--- config.mk ---
export PLATFORM = sky130hd
export DESIGN_NAME = ckct_ctrl
export DESIGN_NICKNAME = d
export VERILOG_FILES = /design/src/design/ckct_pkg.sv /design/src/design/ckct_ctrl.sv
export SDC_FILE = /design/constraint.sdc
export NUM_CORES = 1
export LEC_CHECK = 0
export ABC_AREA = 1
export BUFFER_PORTS_ARGS = -buffer_cell sky130_fd_sc_hd__buf_2
export CORE_MARGIN = 10
export CORE_UTILIZATION = 47
export DETAILED_ROUTE_END_ITERATION = 8
export HOLD_SLACK_MARGIN = 0.12
export PLACE_DENSITY = 0.9
export SETUP_SLACK_MARGIN = 0.3
export SLEW_MARGIN = 20
export SYNTH_ARGS = -nofsm -noshare
export SYNTH_HDL_FRONTEND = slang
export SYNTH_SLANG_ARGS = --single-unit
--- constraint.sdc ---
create_clock -name clk -period 2.01 [get_ports clk]
set_input_delay 0.201 -clock clk [delete_from_list [all_inputs] [get_ports clk]]
set_output_delay 0.201 -clock clk [all_outputs]
set_load 0.02 [all_outputs]
--- src/design/ckct_pkg.sv ---
`timescale 1ns / 1ps
package ckct_pkg;

  localparam int KMER_W = 62;
  localparam int OCC_W  = 32;
  localparam logic [31:0] SCATTER_A = 32'h961C69E3;
  localparam logic [31:0] SCATTER_B = 32'h69E3961C;

  typedef enum logic [1:0] {
    OP_COUNT  = 2'd0,
    OP_BUILD  = 2'd1,
    OP_INSERT = 2'd2,
    OP_QUERY  = 2'd3
  } op_t;

  typedef enum logic [1:0] {
    ST_OK          = 2'd0,
    ST_NOT_FOUND   = 2'd1,
    ST_OVERFLOW    = 2'd2,
    ST_WRONG_PHASE = 2'd3
  } status_t;

  typedef enum logic [3:0] {
    S_CLEAR, S_IDLE, S_DECODE, S_CNT_WR, S_BLD_RD, S_BLD_WR,
    S_INS_RD1, S_INS_CHK, S_QRY_RD, S_QRY_LAT, S_SCAN_RD, S_SCAN_CMP
  } state_t;

  typedef enum logic [1:0] {
    RA_ITEM, RA_NEXT, RA_CANON, RA_WALK
  } raddr_sel_t;

  typedef enum logic [1:0] {
    WS_ZERO, WS_INC, WS_SUM
  } wsel_t;

  typedef struct packed {
    logic       in_ready;
    logic       in_load;
    logic       canon_load;
    logic       start_rd;
    logic       fill_rd;
    raddr_sel_t raddr_sel;
    logic       start_we;
    wsel_t      start_wsel;
    logic       fill_we;
    logic       fill_zero;
    logic       total_inc;
    logic       phase_set;
    logic       walk_clr;
    logic       walk_inc;
    logic       sum_acc;
    logic       ins_latch;
    logic       scan_init;
    logic       scan_inc;
    logic       entry_rd;
    logic       entry_we;
    logic       res_load;
    status_t    res_status;
  } cmd_t;

  typedef struct packed {
    op_t  op;
    logic out_free;
    logic built;
    logic table_full;
    logic walk_last;
    logic item_last;
    logic ins_over;
    logic scan_end;
    logic key_hit;
  } stat_t;

  // bits -> 30-bit key part (low) and 32-bit rest (high)
  function automatic logic [KMER_W-1:0] scramble(input logic [KMER_W-1:0] k);
    logic [63:0] w;
    logic [31:0] kp;
    logic [31:0] rest;
    w    = {k, 2'b00};
    kp   = (w[63:32] & SCATTER_B) | (w[31:0] & SCATTER_A);
    rest = (w[63:32] & SCATTER_A) | (w[31:0] & SCATTER_B);
    return {rest, kp[31:2]};
  endfunction

  function automatic logic [KMER_W-1:0] rev_complement(input logic [KMER_W-1:0] k);
    logic [KMER_W-1:0] r;
    r = '0;
    for (int i = 0; i < KMER_W / 2; i++) begin
      r[2*(KMER_W/2-1-i) +: 2] = ~k[2*i +: 2];
    end
    return r;
  endfunction

  // swap bits in each base so integer order is A<C<G<T
  function automatic logic [KMER_W-1:0] lex_rank(input logic [KMER_W-1:0] k);
    logic [KMER_W-1:0] r;
    r = '0;
    for (int i = 0; i < KMER_W / 2; i++) begin
      r[2*i +: 2] = {k[2*i], k[2*i+1]};
    end
    return r;
  endfunction

endpackage

--- src/design/ckct_ctrl.sv ---
`timescale 1ns / 1ps
module ckct_ctrl
  import ckct_pkg::*;
(
  input  logic  clk,
  input  logic  rst_n,
  input  logic  in_tvalid,
  input  stat_t st,
  output cmd_t  cmd
);

  state_t state_r, state_nxt;

  always_ff @(posedge clk) begin
    if (!rst_n) begin
      state_r <= S_CLEAR;
    end else begin
      state_r <= state_nxt;
    end
  end

  always_comb begin
    cmd       = '0;
    state_nxt = state_r;
    case (state_r)
      S_CLEAR: begin
        cmd.start_we   = 1'b1;
        cmd.start_wsel = WS_ZERO;
        cmd.fill_we    = 1'b1;
        cmd.fill_zero  = 1'b1;
        cmd.walk_inc   = 1'b1;
        if (st.walk_last) begin
          state_nxt = S_IDLE;
        end
      end
      S_IDLE: begin
        cmd.in_ready = 1'b1;
        cmd.in_load  = in_tvalid;
        if (in_tvalid) begin
          state_nxt = S_DECODE;
        end
      end
      S_DECODE: begin
        case (st.op)
          OP_COUNT: begin
            if (st.built || st.table_full) begin
              if (st.out_free) begin
                cmd.res_load   = 1'b1;
                cmd.res_status = st.built ? ST_WRONG_PHASE : ST_OVERFLOW;
                state_nxt      = S_IDLE;
              end
            end else begin
              cmd.start_rd  = 1'b1;
              cmd.raddr_sel = RA_ITEM;
              state_nxt     = S_CNT_WR;
            end
          end
          OP_BUILD: begin
            if (st.built) begin
              if (st.out_free) begin
                cmd.res_load   = 1'b1;
                cmd.res_status = ST_WRONG_PHASE;
                state_nxt      = S_IDLE;
              end
            end else begin
              cmd.walk_clr = 1'b1;
              state_nxt    = S_BLD_RD;
            end
          end
          OP_INSERT: begin
            if (!st.built) begin
              if (st.out_free) begin
                cmd.res_load   = 1'b1;
                cmd.res_status = ST_WRONG_PHASE;
                state_nxt      = S_IDLE;
              end
            end else begin
              cmd.start_rd  = 1'b1;
              cmd.fill_rd   = 1'b1;
              cmd.raddr_sel = RA_ITEM;
              state_nxt     = S_INS_RD1;
            end
          end
          default: begin
            cmd.canon_load = 1'b1;
            state_nxt      = S_QRY_RD;
          end
        endcase
      end
      S_CNT_WR: begin
        if (st.out_free) begin
          cmd.start_we   = 1'b1;
          cmd.start_wsel = WS_INC;
          cmd.total_inc  = 1'b1;
          cmd.res_load   = 1'b1;
          cmd.res_status = ST_OK;
          state_nxt      = S_IDLE;
        end
      end
      S_BLD_RD: begin
        cmd.start_rd  = 1'b1;
        cmd.raddr_sel = RA_WALK;
        state_nxt     = S_BLD_WR;
      end
      S_BLD_WR: begin
        if (!st.walk_last) begin
          cmd.start_we   = 1'b1;
          cmd.start_wsel = WS_SUM;
          cmd.sum_acc    = 1'b1;
          cmd.walk_inc   = 1'b1;
          state_nxt      = S_BLD_RD;
        end else if (st.out_free) begin
          cmd.start_we   = 1'b1;
          cmd.start_wsel = WS_SUM;
          cmd.sum_acc    = 1'b1;
          cmd.walk_inc   = 1'b1;
          cmd.phase_set  = 1'b1;
          cmd.res_load   = 1'b1;
          cmd.res_status = ST_OK;
          state_nxt      = S_IDLE;
        end
      end
      S_INS_RD1: begin
        cmd.ins_latch = 1'b1;
        cmd.start_rd  = !st.item_last;
        cmd.raddr_sel = RA_NEXT;
        state_nxt     = S_INS_CHK;
      end
      S_INS_CHK: begin
        if (st.out_free) begin
          cmd.res_load = 1'b1;
          if (st.ins_over) begin
            cmd.res_status = ST_OVERFLOW;
          end else begin
            cmd.res_status = ST_OK;
            cmd.entry_we   = 1'b1;
            cmd.fill_we    = 1'b1;
          end
          state_nxt = S_IDLE;
        end
      end
      S_QRY_RD: begin
        if (!st.built) begin
          if (st.out_free) begin
            cmd.res_load   = 1'b1;
            cmd.res_status = ST_WRONG_PHASE;
            state_nxt      = S_IDLE;
          end
        end else begin
          cmd.start_rd  = 1'b1;
          cmd.fill_rd   = 1'b1;
          cmd.raddr_sel = RA_CANON;
          state_nxt     = S_QRY_LAT;
        end
      end
      S_QRY_LAT: begin
        cmd.ins_latch = 1'b1;
        cmd.scan_init = 1'b1;
        state_nxt     = S_SCAN_RD;
      end
      S_SCAN_RD: begin
        if (st.scan_end) begin
          if (st.out_free) begin
            cmd.res_load   = 1'b1;
            cmd.res_status = ST_NOT_FOUND;
            state_nxt      = S_IDLE;
          end
        end else begin
          cmd.entry_rd = 1'b1;
          state_nxt    = S_SCAN_CMP;
        end
      end
      S_SCAN_CMP: begin
        if (st.key_hit) begin
          if (st.out_free) begin
            cmd.res_load   = 1'b1;
            cmd.res_status = ST_OK;
            state_nxt      = S_IDLE;
          end
        end else begin
          cmd.scan_inc = 1'b1;
          state_nxt    = S_SCAN_RD;
        end
      end
      default: begin
        state_nxt = S_IDLE;
      end
    endcase
  end

endmodule

Word level (Yosys, flattened, before mapping)
Index checks and enable logic that the tools add are counted.

operators by class
  add/subtract/negate cells = 0
  multiply operators = 0
  divide/modulo/power cells = 0
  order comparisons = 0
  eq/ne operators = 15
  shifts and indexed selects = 0
  multiplexer cells = 64
  bitwise gates (word level) = 0
  reductions and logical operators = 8

operators by type and width
  operator                                                               count
  4-bit 2-to-1 mux                                                       13
  4-bit one-hot mux with 11 select lines                                 1
  3-bit 2-to-1 mux                                                       12
  1-bit 2-to-1 mux                                                       23
  3-bit one-hot mux with 7 select lines                                  1
  3-bit one-hot mux with 3 select lines                                  2
  4-bit by 3-bit equality test with 1-bit output, second input constant  4
  4-bit equality test, second input constant                             4
  4-bit one-hot mux with 3 select lines                                  1
  2-bit 2-to-1 mux                                                       5
  4-bit by 2-bit equality test with 1-bit output, second input constant  2
  1-bit one-hot mux with 2 select lines                                  4
  2-bit one-hot mux with 4 select lines                                  1
  4-bit by 1-bit equality test with 1-bit output, second input constant  1
  4-bit logical NOT                                                      1
  2-bit inequality test, second input constant                           2
  1-bit one-hot mux with 4 select lines                                  1
  2-bit OR reduction                                                     2
  3-bit OR reduction                                                     1
  2-bit by 1-bit equality test with 1-bit output, second input constant  1
  2-bit equality test, second input constant                             1
  2-bit logical NOT                                                      1
  2-bit AND reduction                                                    1
  1-bit logical NOT                                                      1
  1-bit logical OR                                                       1

storage, ports and cells
  register bits after elaboration = 4
  latch bits = 0
  RAM bits = 0
  ROM bits = 0
  input bits = 13
  output and inout bits = 25
  word-level logic and storage cells = 88
  memories = 0

Logic depth before layout (Yosys ltp)
Gate-level depths: netlist (run 1).

  depth after elaboration = 5
  gate-level depth with buffers = 10
  mapped depth without buffers = 10

Worst setup path after synthesis (run 1)
No wires, ideal clock.

  kind = register to output
  from = reg state_r[2]
  to = out cmd[17] (netlist name)
  data arrival time = 1.378 ns
  required time = 1.809 ns
  setup slack = 0.431 ns
  cell stages (with the launch flop) = 7
  path through = dfxtp_1 -> inv_1 -> nor2_2 -> nand2_1 -> a21oi_1 -> inv_1 -> nand3_1

RTL lines
  what                      RTL line         source
  start: declaration        ckct_ctrl.sv:12  state_t state_r, state_nxt;
  start signal: assignment  ckct_ctrl.sv:18  state_r <= state_nxt;
  end: declaration          ckct_ctrl.sv:9   output cmd_t cmd

==> run_results.csv, run 1 <==
group,metric,value,unit
setup_path,critical_path_class,"flip-flop to primary output",
detailed_routing,routed_via_density,5.46,
setup_path,worst_setup_path_start_kind,"flip-flop",
floorplan,dieArea,0.00348,mm²
logic_synthesis,synth_top_area_frac,0.273,
global_routing,grt_pass1_wl,4150,µm
logic_synthesis,synth_area,714,µm²
power_and_ir_drop,vdd_drop_max,0.000357,V
detailed_routing,final_antenna_net_count,0,
logic_synthesis,synth_nets,165,
finish,nets,205,
hold_path,hp-class,"primary input to flip-flop",
placed_design,gp_congestion,0.942,
detailed_routing,wl_met1,1020,µm
logic_synthesis,syn_inst,152,
floorplan,core-area,0.00147,mm²
logic_synthesis,ys_seq_area_frac,0.112,
power_and_ir_drop,p_int,0.232,mW
sta,rsz0062_at_grt,"yes",
power_and_ir_drop,total_power,0.449,mW
placed_design,hpwl,2270,µm
finish,regMostFlops,"state_r",
global_routing,grt.total_usage,0.145,
clock_network,cts_tree,"built",
finish,largest_reg_flops,4,
global_routing,grt.overflow.total,0,
power_and_ir_drop,combPwrFrac,0.551,
global_routing,grt_max_degree,9,
detailed_routing,drt-total-wl,2850,µm
detailed_routing,first_pass_iters,4,
global_routing,antenna_found_initial,0,
clock_network,cts_max_level,1,
sta,slew_headroom,0.809,
detailed_routing,top_layer,"met4",
detailed_routing,wl_met2,1540,µm
finish,layoutNonFillerInstCount,206,
clock_network,insertion_delay,0.24,ns
power_and_ir_drop,p_sw_frac,0.483,
floorplan,row_count,14,
logic_synthesis,ys_seq_elements,4,
finish,post-route-util,0.679,
power_and_ir_drop,p_per_area,449,mW/mm²
finish,top_regs,"state_r (4)",
finish,fillCellCount,144,
sta,fmax,602,MHz
run_status,outcome,"finished, final reports clean",
detailed_routing,wl_met3,258,µm
finish,fin_area,998,µm²
floorplan,die_y,59.0,µm
logic_synthesis,synth_area_leader_cell,"nand2_1",
setup_path,required,1.81,ns
clock_network,cts_sinks,4,
setup_path,crit_path_max_fanout,5,
power_and_ir_drop,seqPwrFrac,0.227,
sta,finalCritPeriodShare,0.826,
detailed_routing,drc,0,
setup_path,end_kind,"primary output",
sta,hold_viol_final,0,
power_and_ir_drop,p_sw,0.216,mW
placed_design,dpl_cell_area,902,µm²
finish,diodes,0,
clock_network,cts_root_buffer,"clkbuf_4",
power_and_ir_drop,p_leak,0.622,nW
logic_synthesis,synth_cell_types,19,
clock_network,clk_transition_reported_paths,0.04,ns
sta,setup_violations,0,
global_routing,grt_pass1_vias,1021,
finish,synthToLayoutAreaGrowth,39.8,%
floorplan,initial_utilization,0.486,
detailed_routing,vias,1125,
job,cap_violations,0,
detailed_routing,wl_per_cell,13.8,µm
clock_network,cts-buffers-inserted,3,
floorplan,chipWidth,59.0,µm
sta,fin_setup_tns,0,ns
placed_design,io_buffers,37,
power_and_ir_drop,clkPwrFrac,0.222,
logic_synthesis,synth_area_per_cell,4.70,µm²
sta,skew,0.00529,ns
sta,fin_crit,1.66,ns
logic_synthesis,yosys-top-cells-area,"nand2_1 (27%), inv_1 (15%), nor2_1 (14%)",
finish,drive_above_1_share,0.337,
placed_design,dp_cells,202,
clock_network,cts_buffer_depth,2,
logic_synthesis,yosys_warnings,0,
sta,worst_slew_pin_slew,0.287,ns
sta,slew_viol_final,0,
setup_path,arrival,1.46,ns
detailed_routing,detail_route.iter0.violations,67,
floorplan,ios,38,
## metal layers
metal	GRT usage	vias to the layer above
li1	-	552
met1	0.151	502
met2	0.267	65
met3	0.0322	6
met4	0.0623	0
met5	0	-
## layout by cell type, fill, tap and decap left out, types with 4 or more instances in the layout
master / Yosys / routed
o21ai_0: 4 / 4
a21oi_1: 7 / 6
inv_1: 28 / 23
buf_4: 1 / 4
nor2_4: 1 / 5
nand2_2: 1 / 5
inv_2: 0 / 5
nor2_1: 26 / 21
nand2_1: 52 / 48
nand3_1: 15 / 15
buf_2: 1 / 34
## kinds of logic after synthesis
kind of cell | share of synthesized area
simple gates | 0.595
buf+inv | 0.172
compound gates | 0.121
flops | 0.112
## final timing paths
| path | from | end | slack [ns] | depth (start not counted) |
|---|---|---|---|---|
| worst max-delay path | state_r[3] | cmd[2] | 0.35 | 9 |
| worst min register to register | state_r[2] | state_r[3] | 0.80 | 5 |
| worst min-delay path | rst_n | state_r[0] | 0.21 | 3 |
| worst max register to register | state_r[1] | state_r[0] | 0.73 | 8 |
## cells in the mapped netlist
library cell and count:
a21oi_1 7, a31oi_1 1, buf_2 1, buf_4 1, clkbuf_2 1, dfxtp_1 4, inv_1 28, nand2_1 52
nand2_2 1, nand3_1 15, nor2_1 26, nor2_2 2, nor2_4 1, nor3_1 3, nor4_1 1, o2111ai_1 2
o211ai_1 1, o21ai_0 4, or2_1 1
## critical path: stages (launching register included)
cell	delay [ns]
dfxtp_4	0.38
inv_2	0.08
nor2_4	0.14
nand2_2	0.08
inv_2	0.09
nand2_2	0.07
a21oi_2	0.13
inv_1	0.06
nand3_1	0.06
buf_4	0.14
## power groups by stage
stage | sequential (mW) | combinational, mW | clock (mW)
after CTS | 0.0996 | 0.234 | 0.103
after global placement | 0.0977 | 0.223 | 0
after detailed placement | 0.0983 | 0.229 | 0
after global routing | 0.102 | 0.269 | 0.110
after floorplan | 0.0955 | 0.155 | 0
final | 0.102 | 0.247 | 0.0996
## stage by stage
stage	hold WS, ns	setup WS, ns
3_3_place_gp	0.447	0.519
5_1_grt	0.210	0.235
2_1_floorplan	0.328	0.431
6_report	0.206	0.350
4_1_cts	0.200	0.300
3_5_place_dp	0.451	0.449
## final cells by class
cell class                      count  area [µm²]  share of cell area
Multi-Input combinational cell    117         558               0.559
Timing Repair Buffer               38         200               0.201
Inverter                           28         105               0.105
Sequential cell                     4        92.6              0.0927
Clock buffer                        3        22.5              0.0226
Tap cell                           16        20.0              0.0201
## timing repair
item / in CTS / in global routing
hold buffers: 0 / 0
resized for setup: 8 / 21
setup buffers: 0 / 1
pin swaps: 0 / 2
setup endpoints to repair: 7 / 8
Note: power is estimated with default switching activity, not from simulation.
==> inputs of run 2 (changes only) <==
CORE_UTILIZATION = 44   (was 47)
PLACE_DENSITY = 0.86   (was 0.9)
clock period = 1.6 ns   (was 2.01 ns; I/O delays follow)
==> run 2 against run 1 <==
Effect of this change: the flow now finishes with violations (negative setup slack); die area grew 4.5%; final cell count grew 6.3%; power grew 61%; count of clock-buffer cells in the layout is the same; utilization grew 21 points; sequential cell count is the same; critical path type unchanged.
==> run_results.csv, run 2 (same netlist as run 1, synthesis figures left out) <==
group,metric,value,unit
clock_network,cts-buffers-inserted,3,
sta,skew,0.00808,ns
finish,layout_common_cells,"nand2_1 (41), buf_6 (20), buf_4 (18)",
setup_path,slowest_delay,0.39,ns
floorplan,row_count,14,
finish,synthToLayoutAreaGrowth,89.5,%
global_routing,grt_max_degree,9,
placed_design,gp_congestion,0.906,
sta,worst_slew_pin_slew,0.339,ns
finish,diodes,0,
power_and_ir_drop,p_leak,0.745,nW
setup_path,worst_setup_path_start_kind,"flip-flop",
setup_path,critPathSlowestCell,"dfxtp_4",
sta,fmax,592,MHz
detailed_routing,first_pass_iters,4,
detailed_routing,final_antenna_net_count,0,
finish,top_regs,"state_r (4)",
floorplan,core-area,0.00152,mm²
clock_network,cts_tree,"built",
sta,slew_viol_final,0,
clock_network,cts_sinks,4,
detailed_routing,drc,0,
finish,drive_above_1_share,0.522,
setup_path,crit_path_max_fanout,4,
setup_path,end_kind,"primary output",
job,cap_violations,0,
hold_path,holdPathEnd,"state_r[0]",
setup_path,crit_chain,"buf_4 -> nand2_4 -> nor2_1 -> nand2_1 -> nand3_1 -> nand2_1 -> nand3_1 -> buf_4",
sta,setup_violations,4,
hold_path,hold_start,"rst_n",
run_status,outcome,"finished with violations",
run_status,violations,"negative setup slack",
floorplan,chipWidth,60.3,µm
finish,nets,218,
floorplan,die_y,60.3,µm
power_and_ir_drop,p_per_area,534,mW/mm²
setup_path,critical_path_class,"flip-flop to primary output",
global_routing,grt.total_usage,0.177,
placed_design,dpl_cell_area,937,µm²
power_and_ir_drop,vdd_drop_max,0.000642,V
detailed_routing,wl_per_cell,18.4,µm
clock_network,cts_buffer_depth,2,
detailed_routing,routed_via_density,5.97,
sta,finalCritPeriodShare,1.06,
sta,holdWs,0.167,ns
sta,setup_ws,-0.0886,ns
floorplan,initial_utilization,0.469,
global_routing,grt_pass1_vias,1176,
setup_path,required,1.44,ns
hold_path,hp-class,"primary input to flip-flop",
placed_design,io_buffers,37,
placed_design,hpwl,2270,µm
setup_path,rr_endpoint,"state_r[0]",
global_routing,grt.overflow.total,0,
power_and_ir_drop,total_power,0.723,mW
floorplan,dieArea,0.00364,mm²
floorplan,ios,38,
detailed_routing,drt-total-wl,4020,µm
finish,mostFrequentLayoutCell,"nand2_1",
sta,rsz0062_at_grt,"yes",
finish,largest_reg_flops,4,
placed_design,post-place-ws,0.119,ns
clock_network,cts_root_buffer,"clkbuf_4",
setup_path,reg2regPathDepth,10,
global_routing,grt_pass1_wl,5110,µm
clock_network,cts_max_level,1,
sta,hold_viol_final,0,
sta,slew_headroom,0.774,
finish,fin_area,0.00135,mm²
detailed_routing,vias,1308,
sta,fin_crit,1.69,ns
setup_path,rrSetupSlack,0.11,ns
setup_path,arrival,1.53,ns
global_routing,antenna_found_initial,0,
detailed_routing,detail_route.iter0.violations,112,
clock_network,insertion_delay,0.24,ns
hold_path,hold_depth,3,
clock_network,clk_transition_reported_paths,0.04,ns
finish,regMostFlops,"state_r",
setup_path,r2r-start,"state_r[3]",
==> run 2: cell count changes in the layout (fill, tap and decap cells not counted), sizes merged <==
| cell | previous run | this run |
|---|---|---|
| buf | 38 | 51 |
==> run 2: final cells by class <==
| class | count | area [µm²] |
|---|---|---|
| Multi-Input combinational cell | 117 | 683 |
| Timing Repair Buffer | 51 | 425 |
| Fill cell | 79 | 170 |
| Inverter | 28 | 108 |
| Sequential cell | 4 | 95.1 |
| Clock buffer | 3 | 22.5 |
| Tap cell | 16 | 20.0 |
==> run 2: worst max-delay path by stage <==
stage / from / end / slack [ns] / cells past startpoint
2_1_floorplan: state_r[2] / cmd[17] / 0.25 / 6
3_3_place_gp: state_r[2] / cmd[21] / 0.09 / 7
3_5_place_dp: state_r[2] / cmd[1] / 0.12 / 7
4_1_cts: state_r[3] / cmd[1] / 0.04 / 7
5_1_grt: state_r[3] / cmd[2] / -0.12 / 7
6_report: state_r[3] / cmd[2] / -0.09 / 8
==> run 2: critical path: cells and delay by family (launching register included) <==
| kind | cells | cell delay (ns) |
|---|---|---|
| and+or+nand+nor | 6 | 0.60 |
| DFF | 1 | 0.39 |
| buffers and inverters | 2 | 0.30 |
==> run 2: timing repair <==
action / in CTS / in global routing
hold buffers: 0 / 0
setup buffers: 10 / 3
pin swaps: 12 / 7
gates resized for setup: 78 / 25
gates cloned: 0 / 0
endpoints found under the setup margin: 27 / 28
==> run 2: report_power, final <==
group | switching [mW] | internal [mW] | total, mW
sequential | 0.0264 | 0.109 | 0.135
combinational | 0.274 | 0.189 | 0.463
clock | 0.0414 | 0.0839 | 0.125
==> run 2: metrics by stage <==
step | setup TNS, ns | utilization | instances
2_1_floorplan | 0 | - | 152
3_3_place_gp | 0 | 0.615 | 203
3_5_place_dp | 0 | 0.615 | 203
4_1_cts | 0 | 0.812 | 216
5_1_grt | -0.459 | 0.888 | 219
6_report | -0.222 | 0.888 | 219
==> run 2: layer usage <==
layer | share of wire | track usage
met4 | 0.065 | 0.115
met2 | 0.47 | 0.307
met1 | 0.34 | 0.171
met3 | 0.13 | 0.0636
met5 | 0 | 0
